## config.mk

```make
export PLATFORM = sky130hd
export DESIGN_NAME = gzc_back
export DESIGN_NICKNAME = d
export VERILOG_FILES = /design/src/rtl/gzc_pkg.sv /design/src/rtl/gzc_fifo.sv /design/src/rtl/gzc_back.sv
export SDC_FILE = /design/constraint.sdc
export NUM_CORES = 1
export LEC_CHECK = 0
export ABC_AREA = 1
export ABC_CLOCK_PERIOD_IN_PS = 3200
export BUFFER_PORTS_ARGS = -buffer_cell sky130_fd_sc_hd__buf_4
export CAP_MARGIN = 5
export CORE_UTILIZATION = 55
export DETAILED_ROUTE_END_ITERATION = 10
export PLACE_DENSITY = 0.82
export SYNTH_ARGS = -nofsm -noshare
export SYNTH_HDL_FRONTEND = slang
export SYNTH_SLANG_ARGS = --single-unit
export TNS_END_PERCENT = 20
```

## constraint.sdc

```tcl
create_clock -name clk -period 3.2 [get_ports clk]
set_clock_uncertainty 0.1 [all_clocks]
set_input_delay 0.64 -clock clk [delete_from_list [all_inputs] [get_ports clk]]
set_output_delay 0.64 -clock clk [all_outputs]
set_load 0.02 [all_outputs]
```

## src/rtl/gzc_pkg.sv

```systemverilog
// Shared types, codes and constants of the gzip container checker.
`default_nettype none
package gzc_pkg;

	localparam int unsigned CFG_ADDR_W      = 3;
	localparam int unsigned CFG_DATA_W      = 32;
	localparam int unsigned QUEUE_DEPTH_DEF = 2;

	localparam logic [1:0] KIND_CONT   = 2'd0;
	localparam logic [1:0] KIND_DATA   = 2'd1;
	localparam logic [1:0] KIND_FINISH = 2'd2;

	localparam logic [1:0] CLS_HEADER  = 2'd0;
	localparam logic [1:0] CLS_PAYLOAD = 2'd1;
	localparam logic [1:0] CLS_TRAILER = 2'd2;
	localparam logic [1:0] CLS_NONE    = 2'd3;

	localparam logic [1:0] ST_OK       = 2'd0;
	localparam logic [1:0] ST_DATA_ERR = 2'd1;
	localparam logic [1:0] ST_BUF_ERR  = 2'd2;

	localparam logic [7:0]  GZ_ID1        = 8'h1F;
	localparam logic [7:0]  GZ_ID2        = 8'h8B;
	localparam logic [7:0]  GZ_CM_DEFLATE = 8'd8;
	localparam logic [7:0]  FLG_RSVD_MASK = 8'hE0;
	localparam logic [31:0] CRC_POLY      = 32'hEDB88320;
	localparam logic [31:0] CRC_INIT      = 32'hFFFFFFFF;
	localparam logic [31:0] HCRC_MASK     = 32'h0000FFFF;
	localparam logic [31:0] MIN_GZ_LEN    = 32'd18;
	localparam logic [31:0] XLEN_BASE     = 32'd12;
	localparam logic [31:0] TRAILER_LEN   = 32'd8;
	localparam logic [31:0] FIXED_LAST    = 32'd9;

	localparam int unsigned FLG_FHCRC    = 1;
	localparam int unsigned FLG_FEXTRA   = 2;
	localparam int unsigned FLG_FNAME    = 3;
	localparam int unsigned FLG_FCOMMENT = 4;

	typedef enum logic [1:0] {
		OP_CONT,
		OP_DATA,
		OP_FINISH,
		OP_NONE
	} op_t;

	typedef enum logic [3:0] {
		PH_FIXED,
		PH_XLEN_LO,
		PH_XLEN_HI,
		PH_EXTRA,
		PH_NAME,
		PH_COMMENT,
		PH_HCRC_LO,
		PH_HCRC_HI,
		PH_BODY,
		PH_DEAD
	} phase_t;

	typedef struct packed {
		logic [1:0] kind;
		logic [7:0] data_byte;
		logic       inflate_ok;
	} in_item_t;

	typedef struct packed {
		logic [1:0] byte_class;
		logic [7:0] out_byte;
		logic       payload_last;
		logic       done_res;
		logic [1:0] status;
	} out_item_t;

	typedef struct packed {
		op_t        op;
		logic [7:0] data_byte;
		logic       inflate_ok;
	} front_item_t;

endpackage
`default_nettype wire

```

## src/rtl/gzc_fifo.sv

```systemverilog
// Small register queue used between the stages of the checker.
`default_nettype none
module gzc_fifo #(
	parameter type         item_t = logic [7:0],
	parameter int unsigned DEPTH  = 2
) (
	input  wire   clk,
	input  wire   arst_n,
	input  wire   wr_en,
	input  item_t wr_item,
	output logic  full,
	input  wire   rd_en,
	output item_t rd_item,
	output logic  empty
);

	localparam int unsigned PTR_W = (DEPTH > 1) ? $clog2(DEPTH) : 1;
	localparam int unsigned CNT_W = $clog2(DEPTH + 1);

	item_t            mem_q [DEPTH];
	logic [PTR_W-1:0] wr_ptr_q;
	logic [PTR_W-1:0] rd_ptr_q;
	logic [CNT_W-1:0] cnt_q;
	logic             do_wr;
	logic             do_rd;

	assign full    = (cnt_q == CNT_W'(DEPTH));
	assign empty   = (cnt_q == '0);
	assign do_wr   = wr_en & ~full;
	assign do_rd   = rd_en & ~empty;
	assign rd_item = mem_q[rd_ptr_q];

	always_ff @(posedge clk) begin
		if (do_wr) begin
			mem_q[wr_ptr_q] <= wr_item;
		end
	end

	always_ff @(posedge clk or negedge arst_n) begin
		if (!arst_n) begin
			wr_ptr_q <= '0;
			rd_ptr_q <= '0;
			cnt_q    <= '0;
		end else begin
			if (do_wr) begin
				wr_ptr_q <= (wr_ptr_q == PTR_W'(DEPTH - 1)) ? '0 : wr_ptr_q + 1'b1;
			end
			if (do_rd) begin
				rd_ptr_q <= (rd_ptr_q == PTR_W'(DEPTH - 1)) ? '0 : rd_ptr_q + 1'b1;
			end
			case ({do_wr, do_rd})
				2'b10: cnt_q <= cnt_q + 1'b1;
				2'b01: cnt_q <= cnt_q - 1'b1;
				default: cnt_q <= cnt_q;
			endcase
		end
	end

`ifndef SYNTHESIS
	a_cnt_bound: assert property (@(posedge clk) disable iff (!arst_n)
		cnt_q <= CNT_W'(DEPTH))
		else $error("queue count above depth");
	a_cnt_up: assert property (@(posedge clk) disable iff (!arst_n)
		(do_wr && !do_rd) |=> cnt_q == $past(cnt_q) + 1'b1)
		else $error("queue count missed a write");
	a_cnt_down: assert property (@(posedge clk) disable iff (!arst_n)
		(do_rd && !do_wr) |=> cnt_q == $past(cnt_q) - 1'b1)
		else $error("queue count missed a read");
`endif

endmodule
`default_nettype wire

```

## src/rtl/gzc_back.sv

```systemverilog
// Back end: header parser, trailer capture, data CRC and verdict, with result queue.
`default_nettype none
module gzc_back #(
	parameter int unsigned QUEUE_DEPTH = gzc_pkg::QUEUE_DEPTH_DEF
) (
	input  wire                  clk,
	input  wire                  arst_n,
	input  wire  [31:0]          container_length,
	input  wire  [31:0]          output_capacity,
	input  gzc_pkg::front_item_t head,
	input  wire                  head_valid,
	output logic                 take,
	output logic                 empty,
	input  wire                  pop,
	output gzc_pkg::out_item_t   result
);

	import gzc_pkg::*;

	phase_t      phase_q, phase_d;
	logic [31:0] cnt_q, cnt_d;
	logic [4:0]  flags_q, flags_d;
	logic [15:0] extra_q, extra_d;
	logic [31:0] hcrc_q, hcrc_d;
	logic [15:0] shcrc_q, shcrc_d;
	logic [31:0] hend_q, hend_d;
	logic [31:0] tcrc_q, tcrc_d;
	logic [31:0] tsize_q, tsize_d;
	logic [31:0] dcrc_q, dcrc_d;
	logic [31:0] dcount_q, dcount_d;
	logic        herr_q, herr_d;

	logic        oq_full;
	out_item_t   res;
	logic        in_range;
	logic        in_trailer;
	logic        is_last;
	logic [2:0]  toff;
	logic [15:0] xlen;
	logic [15:0] hcrc_rx;
	logic        go_next;
	logic        do_fail;
	phase_t      sect_after;
	phase_t      sect_next;
	logic [1:0]  fin_status;
	logic [7:0]  b;

	function automatic logic [31:0] crc_step(input logic [31:0] c, input logic [7:0] d);
		logic [31:0] r;
		r = c ^ {24'd0, d};
		for (int i = 0; i < 8; i++) begin
			r = (r >> 1) ^ (CRC_POLY & {32{r[0]}});
		end
		return r;
	endfunction

	function automatic phase_t next_section(input phase_t after, input logic [4:0] flg);
		phase_t p;
		if (after < PH_XLEN_LO && flg[FLG_FEXTRA]) begin
			p = PH_XLEN_LO;
		end else if (after < PH_NAME && flg[FLG_FNAME]) begin
			p = PH_NAME;
		end else if (after < PH_COMMENT && flg[FLG_FCOMMENT]) begin
			p = PH_COMMENT;
		end else if (after < PH_HCRC_LO && flg[FLG_FHCRC]) begin
			p = PH_HCRC_LO;
		end else begin
			p = PH_BODY;
		end
		return p;
	endfunction

	assign take       = head_valid & ~oq_full;
	assign b          = head.data_byte;
	assign in_range   = cnt_q < container_length;
	assign in_trailer = ({1'b0, cnt_q} + {1'b0, TRAILER_LEN}) >= {1'b0, container_length};
	assign is_last    = ({1'b0, cnt_q} + 33'd9) == {1'b0, container_length};
	assign toff       = cnt_q[2:0] - container_length[2:0];
	assign xlen       = {b, extra_q[7:0]};
	assign hcrc_rx    = {b, shcrc_q[7:0]};
	assign sect_next  = next_section(sect_after, flags_q);

	always_comb begin
		if (herr_q || container_length < MIN_GZ_LEN || phase_q != PH_BODY) begin
			fin_status = ST_DATA_ERR;
		end else if (tsize_q > output_capacity) begin
			fin_status = ST_BUF_ERR;
		end else if (({1'b0, hend_q} + {1'b0, TRAILER_LEN}) > {1'b0, container_length}) begin
			fin_status = ST_DATA_ERR;
		end else if (!head.inflate_ok) begin
			fin_status = ST_DATA_ERR;
		end else if (dcount_q != tsize_q) begin
			fin_status = ST_DATA_ERR;
		end else if ((dcrc_q ^ CRC_INIT) != tcrc_q) begin
			fin_status = ST_DATA_ERR;
		end else begin
			fin_status = ST_OK;
		end
	end

	// header parser control: which section follows, and whether the header failed
	always_comb begin
		go_next    = 1'b0;
		do_fail    = 1'b0;
		sect_after = phase_q;
		case (phase_q)
			PH_FIXED: begin
				if ((cnt_q == 32'd0 && b != GZ_ID1) || (cnt_q == 32'd1 && b != GZ_ID2) ||
					(cnt_q == 32'd2 && b != GZ_CM_DEFLATE) ||
					(cnt_q == 32'd3 && (b & FLG_RSVD_MASK) != 8'd0)) begin
					do_fail = 1'b1;
				end else if (cnt_q == FIXED_LAST) begin
					go_next = 1'b1;
				end
			end
			PH_XLEN_HI: begin
				if (container_length < XLEN_BASE ||
					{16'd0, xlen} > container_length - XLEN_BASE) begin
					do_fail = 1'b1;
				end else if (xlen == 16'd0) begin
					go_next    = 1'b1;
					sect_after = PH_EXTRA;
				end
			end
			PH_EXTRA: begin
				go_next = (extra_q - 16'd1) == 16'd0;
			end
			PH_NAME, PH_COMMENT: begin
				go_next = (b == 8'd0);
			end
			PH_HCRC_HI: begin
				if ({16'd0, hcrc_rx} != ((hcrc_q ^ CRC_INIT) & HCRC_MASK)) begin
					do_fail = 1'b1;
				end else begin
					go_next = 1'b1;
				end
			end
			default: begin
				go_next = 1'b0;
			end
		endcase
	end

	always_comb begin
		phase_d  = phase_q;
		cnt_d    = cnt_q;
		flags_d  = flags_q;
		extra_d  = extra_q;
		hcrc_d   = hcrc_q;
		shcrc_d  = shcrc_q;
		hend_d   = hend_q;
		tcrc_d   = tcrc_q;
		tsize_d  = tsize_q;
		dcrc_d   = dcrc_q;
		dcount_d = dcount_q;
		herr_d   = herr_q;
		if (take) begin
			case (head.op)
				OP_CONT: begin
					if (in_range) begin
						if (in_trailer) begin
							if (!toff[2]) begin
								tcrc_d[{toff[1:0], 3'b000} +: 8] =
									tcrc_q[{toff[1:0], 3'b000} +: 8] | b;
							end else begin
								tsize_d[{toff[1:0], 3'b000} +: 8] =
									tsize_q[{toff[1:0], 3'b000} +: 8] | b;
							end
						end
						if (phase_q != PH_BODY) begin
							if (phase_q < PH_HCRC_LO) begin
								hcrc_d = crc_step(hcrc_q, b);
							end
							case (phase_q)
								PH_FIXED: begin
									if (cnt_q == 32'd3) begin
										flags_d = b[4:0];
									end
								end
								PH_XLEN_LO: begin
									extra_d = {8'd0, b};
									phase_d = PH_XLEN_HI;
								end
								PH_XLEN_HI: begin
									extra_d = xlen;
									phase_d = PH_EXTRA;
								end
								PH_EXTRA: begin
									extra_d = extra_q - 16'd1;
								end
								PH_HCRC_LO: begin
									shcrc_d = {8'd0, b};
									phase_d = PH_HCRC_HI;
								end
								PH_HCRC_HI: begin
									shcrc_d = hcrc_rx;
								end
								default: begin
									phase_d = phase_q;
								end
							endcase
							if (do_fail) begin
								herr_d  = 1'b1;
								phase_d = PH_DEAD;
							end else if (go_next) begin
								phase_d = sect_next;
								if (sect_next == PH_BODY) begin
									hend_d = cnt_q + 32'd1;
								end
							end
						end
						cnt_d = cnt_q + 32'd1;
					end
				end
				OP_DATA: begin
					dcrc_d = crc_step(dcrc_q, b);
					if (dcount_q != 32'hFFFFFFFF) begin
						dcount_d = dcount_q + 32'd1;
					end
				end
				OP_FINISH: begin
					phase_d  = PH_FIXED;
					cnt_d    = '0;
					flags_d  = '0;
					extra_d  = '0;
					hcrc_d   = CRC_INIT;
					shcrc_d  = '0;
					hend_d   = '0;
					tcrc_d   = '0;
					tsize_d  = '0;
					dcrc_d   = CRC_INIT;
					dcount_d = '0;
					herr_d   = 1'b0;
				end
				default: begin
					phase_d = phase_q;
				end
			endcase
		end
	end

	always_comb begin
		res              = '0;
		res.byte_class   = CLS_NONE;
		res.status       = herr_d ? ST_DATA_ERR : ST_OK;
		case (head.op)
			OP_CONT: begin
				if (in_range) begin
					if (phase_q != PH_BODY) begin
						res.byte_class = CLS_HEADER;
					end else if (in_trailer) begin
						res.byte_class = CLS_TRAILER;
					end else begin
						res.byte_class   = CLS_PAYLOAD;
						res.out_byte     = b;
						res.payload_last = is_last;
					end
				end
			end
			OP_FINISH: begin
				res.done_res = 1'b1;
				res.status   = fin_status;
			end
			default: begin
				res.byte_class = CLS_NONE;
			end
		endcase
	end

	always_ff @(posedge clk or negedge arst_n) begin
		if (!arst_n) begin
			phase_q  <= PH_FIXED;
			cnt_q    <= '0;
			flags_q  <= '0;
			extra_q  <= '0;
			hcrc_q   <= CRC_INIT;
			shcrc_q  <= '0;
			hend_q   <= '0;
			tcrc_q   <= '0;
			tsize_q  <= '0;
			dcrc_q   <= CRC_INIT;
			dcount_q <= '0;
			herr_q   <= 1'b0;
		end else begin
			phase_q  <= phase_d;
			cnt_q    <= cnt_d;
			flags_q  <= flags_d;
			extra_q  <= extra_d;
			hcrc_q   <= hcrc_d;
			shcrc_q  <= shcrc_d;
			hend_q   <= hend_d;
			tcrc_q   <= tcrc_d;
			tsize_q  <= tsize_d;
			dcrc_q   <= dcrc_d;
			dcount_q <= dcount_d;
			herr_q   <= herr_d;
		end
	end

	gzc_fifo #(
		.item_t (out_item_t),
		.DEPTH  (QUEUE_DEPTH)
	) u_res_q (
		.clk     (clk),
		.arst_n  (arst_n),
		.wr_en   (take),
		.wr_item (res),
		.full    (oq_full),
		.rd_en   (pop),
		.rd_item (result),
		.empty   (empty)
	);

`ifndef SYNTHESIS
	a_err_dead: assert property (@(posedge clk) disable iff (!arst_n)
		herr_q |-> phase_q == PH_DEAD)
		else $error("header error without parser stop");
	a_body_end: assert property (@(posedge clk) disable iff (!arst_n)
		phase_q == PH_BODY |-> hend_q != '0)
		else $error("body phase without header end");
	a_finish_clr: assert property (@(posedge clk) disable iff (!arst_n)
		(take && head.op == OP_FINISH) |=> (cnt_q == '0 && phase_q == PH_FIXED && !herr_q))
		else $error("stream state not cleared after finish");
	a_data_cnt: assert property (@(posedge clk) disable iff (!arst_n)
		(take && head.op == OP_DATA) |=> dcount_q != '0)
		else $error("decompressed count did not advance");
`endif

endmodule
`default_nettype wire

```

# == Yosys cells after proc, flatten, opt, wreduce, memory -nomap -nowiden ==
# Memories as Yosys holds them, arrays and structs flattened.
# Cells that the tools add are included.
# totals
ff_bits,262
ramBits,28
input_bits,79
out_inout_bits,16
n_memories,1
# mem_list
name,words,width,rd,rd_ports_with_merged_regs,write_ports,line,source
u_res_q.mem_q,2,14,1,0,1,gzc_fifo.sv:20,item_t mem_q [DEPTH];
# classes
add_sub_neg,13
order_cmp,12
eq_ne,44
shift,5
muxes,86
n_bitwise,27
reduce_logical,38
# ops
operator,count
$mux 32,16
$xor 31x32->32,16
$pmux 32 s2,7
$add 32x4->33 const B,3
$add 32x1->32 const B,2
$bwmux 32,2
$eq 32x2->1 const B,2
$ne 32x32->1,2
$shiftx 32x6->8,2
$shiftx 8x7->32,2
$xor 32x8->32,2
$pmux 16 s3,1
$mux 4,11
$eq 33x32->1,1
$ge 33x32->1,1
$gt 33x32->1,1
$eq 32x1->1 const B,1
$eq 32x4->1 const B,1
$gt 16x32->1,1
$gt 32x32->1,1
$logic_not 16->1,2
$logic_not 32->1,1
$lt 32x32->1,1
$lt 32x4->1 const B,1
other kinds (63),145

# == Logic depth before layout (Yosys ltp) ==
# Gate-level depths: netlist of the first run.
# depth
depth_word,18
ltp_mapped,28
depth_no_buf,28

# == By module ==
# Synthesis of the first run repeated with hierarchy kept, for this count alone.
# unflattened
cells_unflattened,3447
area_unflattened_um2,24507.3
# by_module_without_submodules
module,instances,cells_each,area_each_um2,seq_area_each_um2
gzc_back,1,3341,23232.3,6511.2
gzc_fifo,1,106,1275.0,940.9

# == Worst setup path before layout of the first run ==
# OpenSTA, ideal clock, no wires.
# synth_path
path_kind,register to register
start,register hend_q[3]
end,"memory u_res_q.mem_q[0][0] in the netlist's numbering, data pin"
setup_time_ns,0.256
t_arrival_ns,3.173
required_ns,2.844
path_slack_ns,-0.329
stages_incl_launch_ff,26
cell_sequence,dfrtp_1 -> ha_1 -> nand2_1 -> inv_2 -> nand4_1 -> nor2_1 -> nand3_1 -> nor3_2 -> nand2_1 -> nor2_1 -> nand3_1 -> nand3b_1 -> nor2_1 -> nand3_1 -> xor2_1 -> inv_1 -> ha_1 -> nand4_1 -> nor4_1 -> nand3_1 -> nand2_1 -> nand2_1 -> nand2_1 -> nand2_1 -> nand2_1 -> nand2_1
# synth_lines
item,line,source
start: declaration,gzc_back.sv:26,"logic [31:0] hend_q, hend_d;"
start signal: assignment,gzc_back.sv:291,hend_q <= hend_d;
end: declaration,gzc_fifo.sv:20,

==> results by group, run 1 <==
Pwr
  – Sequential power share: 0.253
  – Pwr dens: 824 mW/mm²
  – LEAKAGE: 15.2 nW
  – P_sw: 11.9 mW
  – Power share of the combinational group: 0.571
  – Sw frac: 0.461
  – Clock group share of total power: 0.177
  – VDD IR max: 564 µV
  – Pint: 13.9 mW

Final layout
  – Fin nets: 4148
  – Register area: 0.00746 mm²
  – Layout cells sized above 1: 0.239
  – Commonest non-fill, non-tap cells in the layout: 823 x nand2_1, 506 x buf_4, 346 x inv_1
  – Commonest non-fill, non-tap cell in the layout: nand2_1
  – Area Growth Syn to Fin: 29.1%
  – Area of the multi-input gates: 0.0159 mm²
  – Layout filler cell count: 3293

Worst hold path
  – Worst hold start: pop
  – Min-Delay Path Class: input pin to register

Timing
  – Slew Viols, Final: 0
  – Final hold violations: 0
  – Hold WS: 335 ps
  – Slew headroom: 0.427
  – Worst-Margin Slew: 853 ps
  – # setup viols final: 90
  – Final Cycle Share: 1.17
  – Minimum clock period: 3740 ps
  – RSZ-0062 raised after global routing: yes
  – Final WS setup: -543 ps
  – Fmax: 267 MHz

Clocking
  – CTS tree: yes
  – H-tree Lvls: 2
  – Longest Clk Path Bufs: 3
  – Cts bufs inserted: 36
  – Root buffer cell: clkbuf_16
  – Clock Pin Slew Worst Setup and Hold Paths: 60 ps
  – Clk_lat worst skew: 560 ps
  – CTS sink cnt: 289

GRT
  – Total global routing overflow: 0
  – Gr usage total: 0.386
  – Largest net degree at the start of global routing: 82
  – Initial antenna violation count: 0
  – Vias in the first global route: 24.7k
  – First-pass GRT wire length: 134000 µm

Synth
  – Synth Area in XOR/XNOR: 0.118
  – Mapped Cells: 3407
  – Adder-Cell Fraction of Synth Area: 0.0855
  – Largest family of logic cells by synthesized area: simple AND/OR/NAND/NOR gates
  – Seq cells post-synth: 289
  – Unique cell type count in the Yosys netlist: 58
  – Yosys warns: 0
  – Primary FF master, synth: dfrtp_1
  – Post-Syn Nets: 3651
  – Asr flop ratio synth: 0.903
  – Synthesized area per cell: 7.12 µm²
  – Mux cell area share after synthesis: 0.000464
  – Post-synthesis compound-gate area fraction: 0.101
  – Sequential fraction of the synthesis area: 0.307
  – Number of synthesized flops with an enable pin: 28
  – Mapped Area: 0.0242 mm²
  – Post-synthesis simple-gate area fraction: 0.311

Outcome
  – Status: finished, violations left
  – Violated checks: negative setup slack

Floorplanning
  – Die Width: 212 µm
  – Die Area: 0.0449 mm²
  – Core Region: 0.0433 mm²
  – Vert. Die Dim: 212 µm
  – # rows: 76
  – Initial Util: 0.560
  – I/O pin count: 95

Route
  – ANT nets after route: 0
  – Routed Wire Length: 88000 µm
  – Vias per cell: 5.80
  – DR DRC count: 0
  – Wire per inst: 19.5 µm
  – Iter 0 DRT Violations: 2904
  – Vias: 26.2k
  – TritonRoute pass-1 iters: 7

Critical path
  – CP startpoint: hend_q[3]
  – CP endpoint kind: register
  – Crit path required time: 3410 ps
  – FF-to-FF Start: hend_q[3]
  – Crit path kind: register to register
  – Setup crit start kind: register
  – CP max FO: 2
  – Worst endpoint data arrival time: 3950 ps

Place
  – Hpwl dp: 65300 µm
  – Place WS: -557 ps
  – Port bufs: 94
  – Placer Congestion: 1.05

Job
  – Max_cap viols: 0
## power by group through the flow
| stage | clock, mW | combinational, mW | sequential [mW] |
|---|---|---|---|
| CTS | 4.58 | 13.9 | 6.45 |
| global placement | 0 | 13.1 | 6.45 |
| finish | 4.56 | 14.7 | 6.52 |
| global route | 4.72 | 16.0 | 6.65 |
| floorplan | 0 | 9.16 | 6.20 |
| detailed placement | 0 | 13.4 | 6.47 |
## cells by family after synthesis
| family | Yosys count |
|---|---|
| AO/OA/AOI/OAI | 435 |
| XOR/XNOR | 323 |
| adder cells (fa/ha/maj) | 165 |
| buffers and inverters | 472 |
| flip-flops | 289 |
| multiplexers | 1 |
| AND/OR/NAND/NOR | 1722 |
## sequential cells by signal (all words and copies together) (netlist names)
name and count:
shcrc_q 8, dcount_q 32, herr_q 1, cnt_q 32, extra_q 16, tsize_q 32, u_res_q.rd_ptr_q 1, hcrc_q 32
hend_q 32, dcrc_q 32, tcrc_q 32, flags_q 4, u_res_q.mem_q 28, u_res_q.wr_ptr_q 1, u_res_q.cnt_q 2, phase_q 4
## metrics by stage
step                instance area (µm²)  power [mW]  TNS, ps  cells  utilization
floorplan                         24300        15.4    -5560   3407            -
global placement                  28600        19.5   -65050   4400        0.661
detailed placement                28600        19.9   -70730   4400        0.661
CTS                               30500        25.0   -20480   4488        0.706
global route                      31300        27.4   -51680   4515        0.723
finish                            31300        25.8   -33050   4517        0.723
## repair_timing
item,CTS,global route
setup buffers,23,25
gates resized for setup,100,131
hold buffers,1,0
cloned,3,3
pin swaps,56,58
endpoints found under the setup margin,116,204
endpoints found under the hold margin,13,0
## worst max-delay path: stages, from the launching register on
cell and delay, ps:
dfrtp_1 350, buf_4 110, nand3_1 120, nor4_2 200, nand3_1 110, nor3_1 140
inv_1 70, nor3_1 250, nand4_1 160, nor2_1 160, inv_1 70, o21ai_0 150
nand2_1 80, inv_1 60, ha_1 230, a21oi_1 130, nor2_1 50, a211oi_1 180
o21ai_1 110, nor2_1 130, nand3_1 80, nand2_1 70, nand2_2 90, nand2_2 80
nand2_1 50, nand2_1 80, nand2_1 60
## routing by layer
layer  wire length (µm)  GRT usage
met1              35200      0.519
met2              38700      0.601
met3               9490     0.0754
met4               4620      0.171
met5                  0          0
## final timing paths
kind	to	slack, ps	cells past startpoint
hold reg to reg	hend_q[0]	380	2
hold / removal	u_res_q.rd_ptr_q	330	3
max in group asynchronous	dcrc_q[6]	1510	3
setup reg to reg	u_res_q.mem_q[0][0]	-540	26
min in group asynchronous	dcount_q[31]	550	2
setup / recovery	u_res_q.mem_q[0][0]	-540	26
## Yosys cell counts, types with 27 or more instances
master	count	area share
nor3_1	98	0.020
clkbuf_1	58	0.0090
nor4_1	30	0.0077
o21ai_0	164	0.034
dfrtp_1	197	0.20
xnor2_1	84	0.030
xor2_1	234	0.085
a21oi_1	148	0.031
or2_2	27	0.0070
nand2_1	899	0.14
nor2_1	357	0.055
dfstp_2	64	0.069
o22ai_1	33	0.0085
edfxtp_1	28	0.035
ha_1	164	0.085
nand3_1	141	0.029
inv_1	360	0.056
nand4_1	119	0.031
## final cells by class
class / count / area share
flip-flops and latches: 289 / 0.238
clock inverters: 22 / 0.0110
diodes: 2 / 0.000160
inverters: 381 / 0.0466
well taps: 585 / 0.0234
repair buffers: 545 / 0.141
clock buffers: 42 / 0.0305
multi-input cells: 2651 / 0.509
Note: power is estimated with default switching activity, not from simulation.
==> inputs of run 2 (changes only) <==
CELL_PAD_IN_SITES_DETAIL_PLACEMENT = 0   (was default)
CELL_PAD_IN_SITES_GLOBAL_PLACEMENT = 1   (was default)
CORE_UTILIZATION = 42   (was 55)
PLACE_DENSITY = 0.85   (was 0.82)
==> run 2 against run 1 <==
Effect of this change: the flow still finishes with violations (negative setup slack); via count decreased by 3.7%; count of clock-buffer cells in the layout grew 10; register-to-register slack better by 20 ps; clock power down 8.1%; critical path depth increased by 1; worst hold slack improved by 29 ps; routed wire length rose by 1.5%; design area hardly changed; cell count up 4.3%; highest routed layer unchanged.
==> results by group, run 2 (same netlist as run 1, synthesis figures left out) <==
Outcome
  – Status: finished, violations left
  – Violated checks: negative setup slack

Route
  – DR DRC count: 0
  – Vias per cell: 5.36
  – ANT nets after route: 0
  – TritonRoute pass-1 iters: 6
  – Wire per inst: 18.9 µm
  – Routed Wire Length: 89300 µm
  – Iter 0 DRT Violations: 2110
  – Vias: 25.2k

Timing
  – Final Cycle Share: 1.16
  – Final WS setup: -520 ps
  – # setup viols final: 90
  – RSZ-0062 raised after global routing: yes
  – Minimum clock period: 3720 ps
  – Slew headroom: 0.478
  – Final hold violations: 0
  – Slew Viols, Final: 0
  – Hold WS: 364 ps
  – Worst-Margin Slew: 781 ps
  – Fmax: 269 MHz

Final layout
  – Register area: 0.00745 mm²
  – Fin area: 0.0313 mm²
  – Layout filler cell count: 5319
  – Layout cells sized above 1: 0.232
  – Area of the multi-input gates: 0.0157 mm²
  – Commonest non-fill, non-tap cells in the layout: 827 x nand2_1, 534 x buf_4, 356 x inv_1
  – Commonest non-fill, non-tap cell in the layout: nand2_1
  – Fin nets: 4173
  – Area Growth Syn to Fin: 29.2%

GRT
  – Vias in the first global route: 24.3k
  – Largest net degree at the start of global routing: 65
  – Total global routing overflow: 0
  – Initial antenna violation count: 0
  – First-pass GRT wire length: 138000 µm
  – Gr usage total: 0.299

Floorplanning
  – Initial Util: 0.427
  – Die Width: 242 µm
  – I/O pin count: 95
  – Core Region: 0.0567 mm²
  – Vert. Die Dim: 242 µm
  – Die Area: 0.0587 mm²
  – # rows: 87

Critical path
  – Critical Path Max Stage Delay: 340 ps
  – CP max FO: 4
  – Most Frequent Cell on Critical Path: buf_4
  – Crit path max-delay family: buffers and inverters
  – WP buf/inv: 18
  – Worst endpoint data arrival time: 4060 ps
  – Setup crit start kind: register
  – CP endpoint kind: register
  – Slowest-stage cell, CP: dfrtp_1
  – Crit path kind: register to register
  – Crit path required time: 3540 ps

Pwr
  – Sw frac: 0.460
  – Sequential power share: 0.259
  – Clock group share of total power: 0.166
  – LEAKAGE: 15.3 nW
  – Pint: 13.6 mW
  – Pwr dens: 804 mW/mm²
  – Power share of the combinational group: 0.574
  – VDD IR max: 423 µV
  – P_sw: 11.6 mW

Place
  – Area of placed instances: 0.0289 mm²
  – Hpwl dp: 68900 µm
  – Placer Congestion: 1.03
  – Port bufs: 94

Clocking
  – CTS sink cnt: 289
  – Clock Pin Slew Worst Setup and Hold Paths: 60 ps
  – Root buffer cell: clkbuf_16
  – H-tree Lvls: 2
  – Longest Clk Path Bufs: 3
  – Cts bufs inserted: 36
  – CTS tree: yes
  – Clk_lat worst skew: 560 ps

Worst hold path
  – Min-Delay Path Class: input pin to register

Job
  – Max_cap viols: 0
-- run 2: cell types whose count changed in the layout (fill, tap and decap cells not counted), moves of 7 or more --
cell	change
buf_4	+28
clkbuf_1	+9
ha_4	-7
inv_1	+10
inv_2	-10
nand2_2	+8
nand2_4	-12
-- run 2: repair_timing --
item | in CTS | in global routing
hold buffers | 1 | 0
setup endpoints to repair | 176 | 203
cloned | 8 | 2
pin swaps | 26 | 30
gates resized for setup | 77 | 102
endpoints found under the hold margin | 52 | 0
buffers inserted | 41 | 10
-- run 2: power groups by stage --
stage / sequential [mW] / clock (mW) / combinational [mW]
floorplan: 6.20 / 0 / 9.16
CTS: 6.52 / 4.25 / 14.1
global placement: 6.55 / 0 / 13.5
global route: 6.68 / 4.38 / 16.0
finish: 6.54 / 4.19 / 14.5
detailed placement: 6.57 / 0 / 13.6
-- run 2: layout make-up --
| class | count | area share |
|---|---|---|
| multi-input cells | 2654 | 0.502 |
| flip-flops and latches | 289 | 0.238 |
| repair buffers | 567 | 0.146 |
| inverters | 381 | 0.0469 |
| clock buffers | 52 | 0.0327 |
| well taps | 756 | 0.0302 |
| clock inverters | 13 | 0.00483 |
| diodes | 1 | 0.0000799 |
-- run 2: worst paths after layout --
check / start / endpoint / slack, ps / cells past startpoint
min reg2reg: hcrc_q[27] / hcrc_q[27] / 390 / 2
min in group asynchronous: arst_n / cnt_q[30] / 520 / 2
max: cnt_q[9] / cnt_q[19] / -520 / 27
max in group asynchronous: arst_n / dcrc_q[28] / 1630 / 3
max reg2reg: cnt_q[9] / cnt_q[19] / -520 / 27
min: pop / u_res_q.rd_ptr_q / 360 / 3
-- run 2: routing by layer --
metal,up-vias,global-route usage,part of all wire
met5,-,0,0
met4,0,0.106,0.035
met3,183,0.0618,0.080
met2,985,0.476,0.45
met1,11806,0.402,0.43
li1,12265,-,-
-- run 2: tightest hold or removal path, stage by stage --
cell     delay (ps)
buf_4           100
o21ai_0         140
xor2_1           90
-- run 2: metrics by stage --
stage,worst slack (ps),instances,TNS [ps],util,power [mW]
after global placement,-521,4586,-86940,0.510,20.0
after detailed placement,-565,4586,-94780,0.510,20.2
after floorplan,-233,3407,-5560,-,15.4
after CTS,-508,4700,-18340,0.544,24.8
final,-520,4713,-35930,0.552,25.2
after global routing,-822,4712,-47260,0.552,27.0
